**src/hdl/futex_wait_table_defines.svh**
```systemverilog
// assertion macros
`ifndef FUTEX_WAIT_TABLE_DEFINES_SVH
`define FUTEX_WAIT_TABLE_DEFINES_SVH
`ifndef ASSERT_OFF
`define FWT_ASSERT_IMP(label, clk, rstn, ante, cons) \
    label: assert property (@(posedge clk) disable iff (!rstn) (ante) |-> (cons)) \
        else $error("assertion failed");
`define FWT_ASSERT_NXT(label, clk, rstn, ante, cons) \
    label: assert property (@(posedge clk) disable iff (!rstn) (ante) |=> (cons)) \
        else $error("assertion failed");
`else
`define FWT_ASSERT_IMP(label, clk, rstn, ante, cons)
`define FWT_ASSERT_NXT(label, clk, rstn, ante, cons)
`endif
`endif

```
**src/hdl/fwt_pkg.sv**
```systemverilog
`timescale 1ns / 1ps
package fwt_pkg;
    localparam int WAITER_SLOTS_DEF = 16;
    localparam int PROC_ID_WIDTH_DEF = 8;
    localparam logic [31:0] ALL_ONES = 32'hFFFF_FFFF;

    typedef enum logic [2:0] {
        MODE_WAIT = 3'd0, MODE_WAIT_BITSET = 3'd1, MODE_WAKE = 3'd2,
        MODE_WAKE_BITSET = 3'd3, MODE_REQUEUE = 3'd4, MODE_CLEANUP = 3'd5,
        MODE_RSVD6 = 3'd6, MODE_RSVD7 = 3'd7
    } mode_t;

    typedef enum logic [2:0] {
        ST_OK = 3'd0, ST_CHANGED = 3'd1, ST_INVALID = 3'd2,
        ST_NOSLOT = 3'd3, ST_UNSUPPORTED = 3'd4
    } status_t;

    typedef enum logic [1:0] {
        OP_STATUS = 2'd0, OP_WAIT = 2'd1, OP_WAKE = 2'd2, OP_CLEANUP = 2'd3
    } op_t;

    // classified command from front to back
    typedef struct packed {
        op_t         op;
        status_t     status;
        logic [31:0] address;
        logic [31:0] limit;
        logic [31:0] bitset;
        logic [15:0] proc;
    } cmd_t;
endpackage

```
**src/hdl/fwt_front.sv**
```systemverilog
`timescale 1ns / 1ps
module fwt_front #(
    parameter int PROC_ID_WIDTH = fwt_pkg::PROC_ID_WIDTH_DEF
) (
    input  logic         aclk,
    input  logic         aresetn,
    input  logic         in_valid,
    output logic         in_ready,
    input  logic [2:0]   mode,
    input  logic [31:0]  address,
    input  logic [31:0]  argument,
    input  logic [31:0]  current_value,
    input  logic [31:0]  bitset,
    input  logic [7:0]   proc_id,
    output logic         cmd_valid,
    input  logic         cmd_ready,
    output fwt_pkg::cmd_t cmd
);
    localparam int PW = (PROC_ID_WIDTH < 8) ? PROC_ID_WIDTH : 8;
    // two-entry queue
    fwt_pkg::cmd_t q_reg [2];
    logic [1:0] cnt_reg, cnt_next;
    logic       rd_reg, wr_reg;
    fwt_pkg::cmd_t c;
    logic [15:0] p;
    logic push, pop;

    always_comb begin
        p = '0;
        p[PW-1:0] = proc_id[PW-1:0];
        c = '0;
        c.address = address;
        c.proc = p;
        c.bitset = fwt_pkg::ALL_ONES;
        c.status = fwt_pkg::ST_OK;
        unique case (fwt_pkg::mode_t'(mode))
            fwt_pkg::MODE_WAIT, fwt_pkg::MODE_WAIT_BITSET: begin
                if (mode == fwt_pkg::MODE_WAIT_BITSET && bitset != 32'd0) c.bitset = bitset;
                if (p == 16'd0 || address == 32'd0) begin
                    c.op = fwt_pkg::OP_STATUS; c.status = fwt_pkg::ST_INVALID;
                end else if (current_value != argument) begin
                    c.op = fwt_pkg::OP_STATUS; c.status = fwt_pkg::ST_CHANGED;
                end else c.op = fwt_pkg::OP_WAIT;
            end
            fwt_pkg::MODE_WAKE, fwt_pkg::MODE_WAKE_BITSET: begin
                if (mode == fwt_pkg::MODE_WAKE_BITSET && bitset != 32'd0) c.bitset = bitset;
                c.limit = argument[31] ? 32'd0 : argument;
                if (address == 32'd0) begin
                    c.op = fwt_pkg::OP_STATUS; c.status = fwt_pkg::ST_INVALID;
                end else c.op = fwt_pkg::OP_WAKE;
            end
            fwt_pkg::MODE_REQUEUE: c.op = fwt_pkg::OP_STATUS;
            fwt_pkg::MODE_CLEANUP: c.op = (p == 16'd0) ? fwt_pkg::OP_STATUS
                                                       : fwt_pkg::OP_CLEANUP;
            default: begin
                c.op = fwt_pkg::OP_STATUS; c.status = fwt_pkg::ST_UNSUPPORTED;
            end
        endcase
    end

    assign in_ready  = (cnt_reg != 2'd2);
    assign cmd_valid = (cnt_reg != 2'd0);
    assign cmd       = q_reg[rd_reg];
    assign push = in_valid && in_ready;
    assign pop  = cmd_valid && cmd_ready;
    assign cnt_next = cnt_reg + {1'b0, push} - {1'b0, pop};

    always_ff @(posedge aclk) begin
        if (!aresetn) begin
            cnt_reg <= '0; rd_reg <= 1'b0; wr_reg <= 1'b0;
        end else begin
            cnt_reg <= cnt_next;
            if (push) wr_reg <= ~wr_reg;
            if (pop) rd_reg <= ~rd_reg;
        end
        if (push) q_reg[wr_reg] <= c;
    end
endmodule

```
**src/hdl/fwt_back.sv**
```systemverilog
`timescale 1ns / 1ps
`include "futex_wait_table_defines.svh"
module fwt_back #(
    parameter int WAITER_SLOTS = fwt_pkg::WAITER_SLOTS_DEF
) (
    input  logic          aclk,
    input  logic          aresetn,
    input  logic          cmd_valid,
    output logic          cmd_ready,
    input  fwt_pkg::cmd_t cmd,
    output logic          out_valid,
    input  logic          out_ready,
    output logic          out_last,
    output logic [7:0]    out_proc,
    output logic [2:0]    out_status,
    output logic [5:0]    out_count
);
    localparam int IW = (WAITER_SLOTS > 1) ? $clog2(WAITER_SLOTS) : 1;
    localparam int CW = $clog2(WAITER_SLOTS + 1);

    typedef enum logic [1:0] {S_IDLE, S_SCAN, S_FINAL} state_t;
    state_t state_reg;

    logic [WAITER_SLOTS-1:0] active_reg;
    logic [31:0] addr_mem [WAITER_SLOTS];
    logic [15:0] proc_mem [WAITER_SLOTS];
    logic [31:0] bits_mem [WAITER_SLOTS];

    fwt_pkg::cmd_t cur_reg;
    logic [CW-1:0] idx_reg;
    logic [5:0]    woken_reg;
    logic [2:0]    stat_reg;
    logic ov_reg, last_reg;
    logic [7:0] proc_reg;
    logic [5:0] cnt_reg;

    logic [IW-1:0] ix;
    logic hit, free_found, done_limit;
    logic [IW-1:0] free_ix;
    logic out_free;
    logic ov_set, ov_next;

    assign ix = idx_reg[IW-1:0];
    assign hit = active_reg[ix] && addr_mem[ix] == cur_reg.address
                 && (bits_mem[ix] & cur_reg.bitset) != 32'd0;
    assign done_limit = {26'd0, woken_reg} >= cur_reg.limit;
    assign out_free = !ov_reg || out_ready;
    assign cmd_ready = (state_reg == S_IDLE) && out_free;

    always_comb begin
        free_found = 1'b0;
        free_ix = '0;
        for (int i = WAITER_SLOTS - 1; i >= 0; i--) begin
            if (!active_reg[i]) begin
                free_found = 1'b1; free_ix = IW'(i);
            end
        end
    end

    // a new beat is loaded only when the output register is free
    always_comb begin
        ov_set = 1'b0;
        unique case (state_reg)
            S_IDLE:  ov_set = cmd_valid && cmd_ready && cmd.op != fwt_pkg::OP_WAKE;
            S_SCAN:  ov_set = !(idx_reg == CW'(WAITER_SLOTS) || done_limit) && hit
                              && out_free;
            S_FINAL: ov_set = out_free;
            default: ov_set = 1'b0;
        endcase
        ov_next = ov_set || (ov_reg && !out_ready);
    end

    assign out_valid = ov_reg;
    assign out_last = last_reg;
    assign out_proc = proc_reg;
    assign out_status = stat_reg;
    assign out_count = cnt_reg;

    always_ff @(posedge aclk) begin
        if (!aresetn) begin
            state_reg <= S_IDLE; active_reg <= '0; ov_reg <= 1'b0;
            idx_reg <= '0; woken_reg <= '0;
        end else begin
            ov_reg <= ov_next;
            unique case (state_reg)
                S_IDLE: if (cmd_valid && cmd_ready) begin
                    cur_reg <= cmd;
                    idx_reg <= '0; woken_reg <= '0;
                    case (cmd.op)
                        fwt_pkg::OP_STATUS: begin
                            last_reg <= 1'b1; proc_reg <= '0;
                            stat_reg <= cmd.status; cnt_reg <= '0;
                        end
                        fwt_pkg::OP_WAIT: begin
                            last_reg <= 1'b1; proc_reg <= '0;
                            cnt_reg <= '0;
                            if (free_found) begin
                                active_reg[free_ix] <= 1'b1;
                                addr_mem[free_ix] <= cmd.address;
                                proc_mem[free_ix] <= cmd.proc;
                                bits_mem[free_ix] <= cmd.bitset;
                                stat_reg <= fwt_pkg::ST_OK;
                            end else stat_reg <= fwt_pkg::ST_NOSLOT;
                        end
                        fwt_pkg::OP_CLEANUP: begin
                            for (int i = 0; i < WAITER_SLOTS; i++)
                                if (active_reg[i] && proc_mem[i] == cmd.proc)
                                    active_reg[i] <= 1'b0;
                            last_reg <= 1'b1; proc_reg <= '0;
                            stat_reg <= fwt_pkg::ST_OK; cnt_reg <= '0;
                        end
                        default: state_reg <= S_SCAN;
                    endcase
                end
                S_SCAN: begin
                    if (idx_reg == CW'(WAITER_SLOTS) || done_limit)
                        state_reg <= S_FINAL;
                    else if (hit) begin
                        if (out_free) begin
                            active_reg[ix] <= 1'b0;
                            last_reg <= 1'b0;
                            proc_reg <= proc_mem[ix][7:0];
                            stat_reg <= fwt_pkg::ST_OK; cnt_reg <= '0;
                            woken_reg <= woken_reg + 6'd1;
                            idx_reg <= idx_reg + CW'(1);
                        end
                    end else idx_reg <= idx_reg + CW'(1);
                end
                S_FINAL: if (out_free) begin
                    last_reg <= 1'b1; proc_reg <= '0;
                    stat_reg <= fwt_pkg::ST_OK; cnt_reg <= woken_reg;
                    state_reg <= S_IDLE;
                end
                default: state_reg <= S_IDLE;
            endcase
        end
    end

    `FWT_ASSERT_NXT(a_hold, aclk, aresetn, out_valid && !out_ready, out_valid && $stable(out_proc))
    `FWT_ASSERT_IMP(a_nocmd, aclk, aresetn, state_reg != S_IDLE, !cmd_ready)
    `FWT_ASSERT_IMP(a_cnt, aclk, aresetn, out_valid && !out_last, out_count == 6'd0)
endmodule

```
**src/hdl/futex_wait_table.sv**
```systemverilog
`timescale 1ns / 1ps
// path: a wait, cleanup or status item passes through the front-end queue into the back-end
// output register; a wake count beat follows the back-end scan of the slots
// acceptance: the back end takes a new wait, cleanup or status item once its output register
// is free; a wake holds off new items until its scan, one slot a cycle unless a hit meets a
// stalled output, and its count beat are done; reset: aresetn low clears every slot active
// bit, the queue and the output valid bit; slot contents are not cleared
module futex_wait_table #(
    parameter int WAITER_SLOTS = fwt_pkg::WAITER_SLOTS_DEF,
    parameter int PROC_ID_WIDTH = fwt_pkg::PROC_ID_WIDTH_DEF
) (
    input  logic         aclk,
    input  logic         aresetn,
    input  logic         s_tvalid,
    output logic         s_tready,
    // mode[2:0], address[34:3], argument[66:35], current_value[98:67],
    // bitset[130:99], proc_id[138:131], zero fill
    input  logic [143:0] s_tdata,
    output logic         m_tvalid,
    input  logic         m_tready,
    output logic         m_tlast,
    // woken_proc[7:0], status[10:8], woken_count[16:11], zero fill
    output logic [23:0]  m_tdata
);
    logic cmd_valid, cmd_ready;
    fwt_pkg::cmd_t cmd;
    logic [7:0] proc;
    logic [2:0] st;
    logic [5:0] cnt;

    fwt_front #(.PROC_ID_WIDTH(PROC_ID_WIDTH)) u_front (
        .aclk, .aresetn, .in_valid(s_tvalid), .in_ready(s_tready),
        .mode(s_tdata[2:0]), .address(s_tdata[34:3]), .argument(s_tdata[66:35]),
        .current_value(s_tdata[98:67]), .bitset(s_tdata[130:99]),
        .proc_id(s_tdata[138:131]), .cmd_valid, .cmd_ready, .cmd
    );

    fwt_back #(.WAITER_SLOTS(WAITER_SLOTS)) u_back (
        .aclk, .aresetn, .cmd_valid, .cmd_ready, .cmd,
        .out_valid(m_tvalid), .out_ready(m_tready), .out_last(m_tlast),
        .out_proc(proc), .out_status(st), .out_count(cnt)
    );

    assign m_tdata = {7'd0, cnt, st, proc};
endmodule
```
**config.mk**
```make
export PLATFORM = sky130hd
export DESIGN_NAME = futex_wait_table
export DESIGN_NICKNAME = d
export VERILOG_FILES = /design/src/hdl/fwt_pkg.sv /design/src/hdl/fwt_front.sv /design/src/hdl/fwt_back.sv /design/src/hdl/futex_wait_table.sv
export VERILOG_INCLUDE_DIRS = /design/src /design/src/hdl
export SDC_FILE = /design/constraint.sdc
export NUM_CORES = 1
export LEC_CHECK = 0
export ABC_AREA = 0
export BUFFER_PORTS_ARGS = -buffer_cell sky130_fd_sc_hd__buf_2
export CORE_ASPECT_RATIO = 1.2
export CORE_UTILIZATION = 58
export DETAILED_ROUTE_END_ITERATION = 10
export PLACE_DENSITY = 0.86
export SETUP_SLACK_MARGIN = 0.4
export SLEW_MARGIN = 20
export SYNTH_ARGS = -nofsm -noshare
export SYNTH_HDL_FRONTEND = slang
export SYNTH_SLANG_ARGS = --single-unit
```
**constraint.sdc**
```tcl
create_clock -name aclk -period 23.8 [get_ports aclk]
set_clock_uncertainty 0.1 [all_clocks]
set_input_delay 1.19 -clock aclk [delete_from_list [all_inputs] [get_ports aclk]]
set_output_delay 1.19 -clock aclk [all_outputs]
set_load 0.01 [all_outputs]
```
[Word-level counts from Yosys, hierarchy flattened]
Memory sizes are Yosys's and may differ from the RTL's. A register that Yosys moved wholly into a read port is not among the register bits.
Cells that the tools add are included.
Operators by class
  add/sub/neg operators: 4
  magnitude comparators: 5
  eq/ne operators: 58
  multiplexer cells: 134
  bitwise gates (word level): 6
  reduce and logical (&&, ||, !) cells: 72
Operators by type and width (count)
  equality test 16 bit: 16
  AND reduction 8 bit: 17
  2-to-1 mux 32 bit: 3
  2-to-1 mux 4 bit: 23
  2-to-1 mux 16 bit: 5
  case mux 16 bit (2 select lines): 2
  case mux 32 bit (2 select lines): 1
  nonzero test 32 bit: 2
  2-to-1 mux 6 bit: 10
  != test 3 bit, second input constant: 18
  2-to-1 mux 1 bit: 53
  2-to-1 mux 8 bit: 6
  AND 32 bit: 1
  equality test 32 bit: 1
  greater-or-equal comparator 6 x 32 -> 1 bit: 1
  logical NOT 32 bit: 1
  != test 32 bit: 1
  2-to-1 mux 31 bit: 1
  logical AND 1 bit: 29
  case mux 3 bit (3 select lines): 3
  case mux 8 bit (3 select lines): 1
  2-to-1 mux 5 bit: 4
  case mux 6 bit (3 select lines): 1
  AND 16 bit: 1
  other kinds (40): 78
Storage, ports and cells
  flip-flop bits (word level): 148
  RAM bits: 1498
  input port bits: 148
  output and inout bits: 27
  logic and storage cells: 313
  memories: 4
Memory list
  u_back.addr_mem: words 16, width 32, read ports 1, clocked after memory_dff 1, write ports 1, RTL line fwt_back.sv:25  | logic [31:0] addr_mem [WAITER_SLOTS];
  u_back.bits_mem: words 16, width 32, read ports 1, clocked after memory_dff 1, write ports 1, RTL line fwt_back.sv:27  | logic [31:0] bits_mem [WAITER_SLOTS];
  u_back.proc_mem: words 16, width 16, read ports 17, clocked after memory_dff 1, write ports 1, RTL line fwt_back.sv:26  | logic [15:0] proc_mem [WAITER_SLOTS];
  u_front.q_reg: words 2, width 109, read ports 1, clocked after memory_dff 1, write ports 1, RTL line fwt_front.sv:21  | fwt_pkg::cmd_t q_reg [2];

[Depth between registers and ports, before layout]
  depth in word-level cells: 25
  mapped depth: 17
  mapped depth without buffers: 12

[Hierarchy]
A second synthesis with hierarchy kept.
Unflattened totals
  cells, all modules: 3566
  area, all modules: 66816.6 µm²
Modules (own cells, without submodules)
  fwt_back: instances 1, cells each 3038, area each 57701.6 µm², seq. area each 42540.8 µm²
  fwt_front: instances 1, cells each 520, area each 9058.7 µm², seq. area each 6586.3 µm²
  futex_wait_table: instances 1, cells each 8, area each 56.3 µm², seq. area each 0.0 µm²

[Least setup slack after synthesis]
No wires, ideal clock.
  path type: input to register
  start: in m_tready
  end: mem u_back.addr_mem[1][0], enable pin
  setup time: 606 ps
  arrival: 11561 ps
  data required time: 23094 ps
  path slack: 11533 ps
  stages: 5
  path buffers: 0
  cell sequence: nand2b_1 nand2b_1 nor2_1 nand3_1 nor3b_1
Between the ends
  word-level cells in the longest chain between the ends: 7
Ends and longest elaborated chain
  from (decl): RTL line futex_wait_table.sv:20  | input logic m_tready,
  logical OR 1 bit: RTL line fwt_back.sv:47  | assign out_free = !ov_reg || out_ready;
  logical AND 1 bit: RTL line fwt_back.sv:48  | assign cmd_ready = (state_reg == S_IDLE) && out_free;
  logical AND 1 bit: RTL line fwt_back.sv:86  | S_IDLE: if (cmd_valid && cmd_ready) begin
  2-to-1 mux 1 bit: RTL line fwt_back.sv:86
  2-to-1 mux 1 bit: RTL line fwt_back.sv:85  | unique case (state_reg)
  2-to-1 mux 1 bit: RTL line fwt_back.sv:80  | if (!aresetn) begin
  2-to-1 mux 1 bit (not written as such): RTL line fwt_back.sv:99  | addr_mem[free_ix] <= cmd.address;
  to (decl): RTL line fwt_back.sv:25
Every way passes these cells.

==> run_results.csv <==
group,metric,value,unit
pwr,power.switching_fraction,0.259,
setup_path,crit_path_start_kind,"flip-flop",
synthesis,yosys.area_share.adder,0.00426,
sta,timing.final.max_slew_violations,0,
global_route,first_global_vias,34600,
sta,max_slew.worst_pin.slew,1.20,ns
synthesis,syn-instance-count,3506,
synthesis,yosys_warnings,0,
global_route,globalRouteOverflowTotal,0,
outcome,status,"completed",
synthesis,mean_cell_area_of_the_mapped_netlist,17.6,sq um
global_route,grt_max_degree,115,
routing,drcViolationCount,0,
routing,first_pass_iters,8,
global_route,grt_pass1_wl,218000,um
clock_network,cts_buffers,140,
routing,post_drt_via_cell_ratio,6.54,
sta,layout_worst_path_cycle_share,0.286,
floorplan,std_cell_rows,130,
sta,final_hold_viol_count,0,
setup_path,cp.arrival,7.22,ns
clock_network,cts-root-to-sink-buffers,3,
routing,ant_nets,0,
sta,setup_violations,0,
pwr,powerDensity,92.9,nW/um^2
synthesis,post_synth_instance_area,61700,sq um
floorplan,floorplan.initialDensity,0.588,
sta,max_clock_freq,147,MHz
cells_and_area,final_cell_count_no_fill,5204,
min_path,hold_class,"reg2reg",
synthesis,post_synthesis_xor_xnor_area_fraction,0.0291,
floorplan,io_pins,175,
global_route,grt_use_total,0.276,
pwr,p_leak,21.1,nW
synthesis,combinational_family_with_the_most_area_after_synthesis,"multiplexers",
placed_design,detailedPlacementHpwl,80900,um
synthesis,yosys-top-cells-area,"sky130_fd_sc_hd__edfxtp_1 (72%), sky130_fd_sc_hd__mux2i_1 (6.0%), sky130_fd_sc_hd__mux4_2 (5.2%)",
floorplan,die_w,300,um
synthesis,synth.area.mux_share,0.131,
synthesis,synthDominantAreaCellType,"sky130_fd_sc_hd__edfxtp_1",
clock_network,cts_hold_repair.buffers,0,
cells_and_area,layout-drive-gt1-share,0.198,
job,max_cap_violations,0,
synthesis,most_frequently_used_cell_type_in_the_post_synthesis_netlist,"sky130_fd_sc_hd__edfxtp_1",
routing,wl_per_cell,28.6,um
synthesis,ys_top_cells_by_count,"sky130_fd_sc_hd__edfxtp_1 (1,481), sky130_fd_sc_hd__mux2i_1 (368), sky130_fd_sc_hd__nand2_1 (155)",
placed_design,place.detailed.instances,4954,
synthesis,postSynthRegisterBits,1520,
setup_path,worst-path-max-fanout,114,
pwr,switchingPower,0.00165,W
routing,detailroute.via_count,34000,
clock_network,htree_levels,4,
synthesis,seq_area_frac_synth,0.733,
synthesis,synth-simple-area-share,0.0526,
floorplan,die_area,108000,sq um
routing,wirelength,149000,um
cells_and_area,total_number_of_nets_in_the_final_design,3881,
synthesis,async_set_or_reset_flop_fraction_in_the_synthesized_netlist,0,
clock_network,cts_sinks,1520,
synthesis,synth_enable_flop_cells,1481,
clock_network,clk_root_buffer_cell,"sky130_fd_sc_hd__clkbuf_16",
pwr,seq_power_share,0.519,
sta,timing.final.crit_period,6.82,ns
cells_and_area,areaGrowthSynthToFinish,11.1,%
synthesis,synth_top_area_share,0.720,
floorplan,core,105000,sq um
placed_design,place.gp.congestion,0.896,
synthesis,postSynth.topFlopCell,"sky130_fd_sc_hd__edfxtp_1",
placed_design,port_buffers,162,
pwr,cell_internal_pwr,0.00472,W
clock_network,tritoncts,"built",
sta,unrepaired_setup_endpoints_after_global_routing,"no",
synthesis,synth_compound_gate_area_share,0.0340,
synthesis,synth_cell_types,82,
clock_network,post-cts-setup-buffer-count,0,
global_route,grt_antenna_before_repair,1,
clock_network,ctsResizeCount,0,
routing,drt-initial-drc-count,4151,
clock_network,clkSlewWorstSetupHoldPaths,0.07,ns
pwr,pwr-share-comb,0.146,
floorplan,die_y,359,um
pwr,power.share.clock,0.335,
setup_path,worst_endpoint_required_time,24.20,ns
pwr,power.total,0.00637,W
clock_network,worst_skew_pair.late_latency,0.78,ns
setup_path,criticalPathCategory,"reg2reg",
pwr,vdd_drop_max,0.0000795,V
min_path,worst_hold_startpoint,"u_back.idx_reg[4]",
sta,relSlewSlack,0.196,
setup_path,timing.critical_path.to_type,"flip-flop",
sta,tns,0,ns
==> power by group through the flow <==
stage	sequential [W]	clock, W	combinational, W
2_1_floorplan	0.00334	0	0.000643
3_3_place_gp	0.00335	0	0.000881
3_5_place_dp	0.00336	0	0.000910
4_1_cts	0.00330	0.00215	0.000925
5_1_grt	0.00331	0.00225	0.000990
6_report	0.00330	0.00214	0.000931
==> path summary, 6_finish.rpt <==
| kind | slack [ns] | endpoint | depth (start not counted) |
|---|---|---|---|
| worst max register to register | 16.98 | u_back.out_proc[7] | 14 |
| worst min register to register | 0.40 | u_back.idx_reg[4] | 2 |
| worst max-delay path | 16.98 | u_back.out_proc[7] | 14 |
| worst min-delay path | 0.40 | u_back.idx_reg[4] | 2 |
==> critical path: stages, from the launching register on <==
cell and delay [ns]:
sky130_fd_sc_hd__dfxtp_4 1.01, sky130_fd_sc_hd__buf_12 0.69, sky130_fd_sc_hd__buf_4 0.66, sky130_fd_sc_hd__buf_4 0.92, sky130_fd_sc_hd__mux2i_1 0.27, sky130_fd_sc_hd__a22oi_1 0.11
sky130_fd_sc_hd__nand3_1 0.24, sky130_fd_sc_hd__nand4_1 0.14, sky130_fd_sc_hd__nor4_1 0.83, sky130_fd_sc_hd__nand3_1 0.24, sky130_fd_sc_hd__o2111ai_2 0.22, sky130_fd_sc_hd__buf_4 0.29
sky130_fd_sc_hd__o21a_1 0.34, sky130_fd_sc_hd__nor3_2 0.08, sky130_fd_sc_hd__buf_4 0.22
==> kinds of logic (layout without fill, tap and decap cells) <==
logic type | count (synthesis) | count (layout)
DFF | 1520 | 1520
muxes | 616 | 616
buffers and inverters | 209 | 514
other | 1 | 8
adders and majority gates | 21 | 21
AOI/OAI and AO/OA | 314 | 314
xor gates and xnor gates | 205 | 205
and+or+nand+nor | 620 | 620
==> cell type report <==
| type | count | area [sq um] |
|---|---|---|
| flip-flops and latches | 1520 | 45300 |
| clock inverters | 78 | 647 |
| diodes | 1 | 2.50 |
| multi-input cells | 1783 | 15700 |
| fillers | 6672 | 36500 |
| well taps | 1386 | 1730 |
| repair buffers | 231 | 1380 |
| inverters | 36 | 135 |
| clock buffers | 169 | 3660 |
==> layout by cell type (no fill, tap or decap), types with 8 or more instances in the layout <==
cell type                   netlist  routed
sky130_fd_sc_hd__xnor2_1         87      87
sky130_fd_sc_hd__o21ai_0         22      21
sky130_fd_sc_hd__a22oi_1         87      87
sky130_fd_sc_hd__nor2b_1         13      11
sky130_fd_sc_hd__clkinv_2         0      19
sky130_fd_sc_hd__ha_1            21      21
sky130_fd_sc_hd__mux2i_1        368     360
sky130_fd_sc_hd__a22o_1           8       8
sky130_fd_sc_hd__inv_6            0       8
sky130_fd_sc_hd__nand2b_1        45      45
sky130_fd_sc_hd__nand2_1        155     155
sky130_fd_sc_hd__xor2_1         118     118
sky130_fd_sc_hd__nor4_1          58      58
sky130_fd_sc_hd__mux2_2         103     103
sky130_fd_sc_hd__nor2_4           0      16
sky130_fd_sc_hd__nand3_1         90      90
sky130_fd_sc_hd__a21oi_1        101     101
sky130_fd_sc_hd__inv_1           35      35
sky130_fd_sc_hd__mux4_2         143     143
sky130_fd_sc_hd__clkbuf_16        0     141
sky130_fd_sc_hd__nor2_1          69      52
sky130_fd_sc_hd__a221oi_1        10      10
sky130_fd_sc_hd__a31oi_1         30      30
sky130_fd_sc_hd__and2_1          52      51
sky130_fd_sc_hd__edfxtp_1      1481    1481
sky130_fd_sc_hd__buf_2           63     162
sky130_fd_sc_hd__dfxtp_1         39      34
sky130_fd_sc_hd__clkinv_1         1      32
sky130_fd_sc_hd__clkbuf_1        72      25
sky130_fd_sc_hd__buf_4           16      65
sky130_fd_sc_hd__mux2i_2          0       8
sky130_fd_sc_hd__or2_2           37      37
sky130_fd_sc_hd__nor3_1          19      16
sky130_fd_sc_hd__nand4_1         52      52
==> metrics by stage <==
step | hold WS (ns) | setup WS (ns) | instance area (sq um) | util
2_1_floorplan | 0.357 | 11.53 | 61800 | -
3_3_place_gp | 0.370 | 17.19 | 64200 | 0.611
3_5_place_dp | 0.386 | 17.13 | 64200 | 0.611
4_1_cts | 0.395 | 16.98 | 68500 | 0.652
5_1_grt | 0.448 | 16.77 | 68600 | 0.653
6_report | 0.401 | 16.98 | 68600 | 0.653
==> per-layer routing <==
| metal | vias up | global-route usage | part of all wire |
|---|---|---|---|
| li1 | 14200 | - | - |
| met1 | 17200 | 0.350 | 0.35 |
| met2 | 2227 | 0.465 | 0.51 |
| met3 | 396 | 0.0441 | 0.092 |
| met4 | 0 | 0.131 | 0.046 |
| met5 | - | 0 | 0 |
Power figures use the tool's default switching activity.
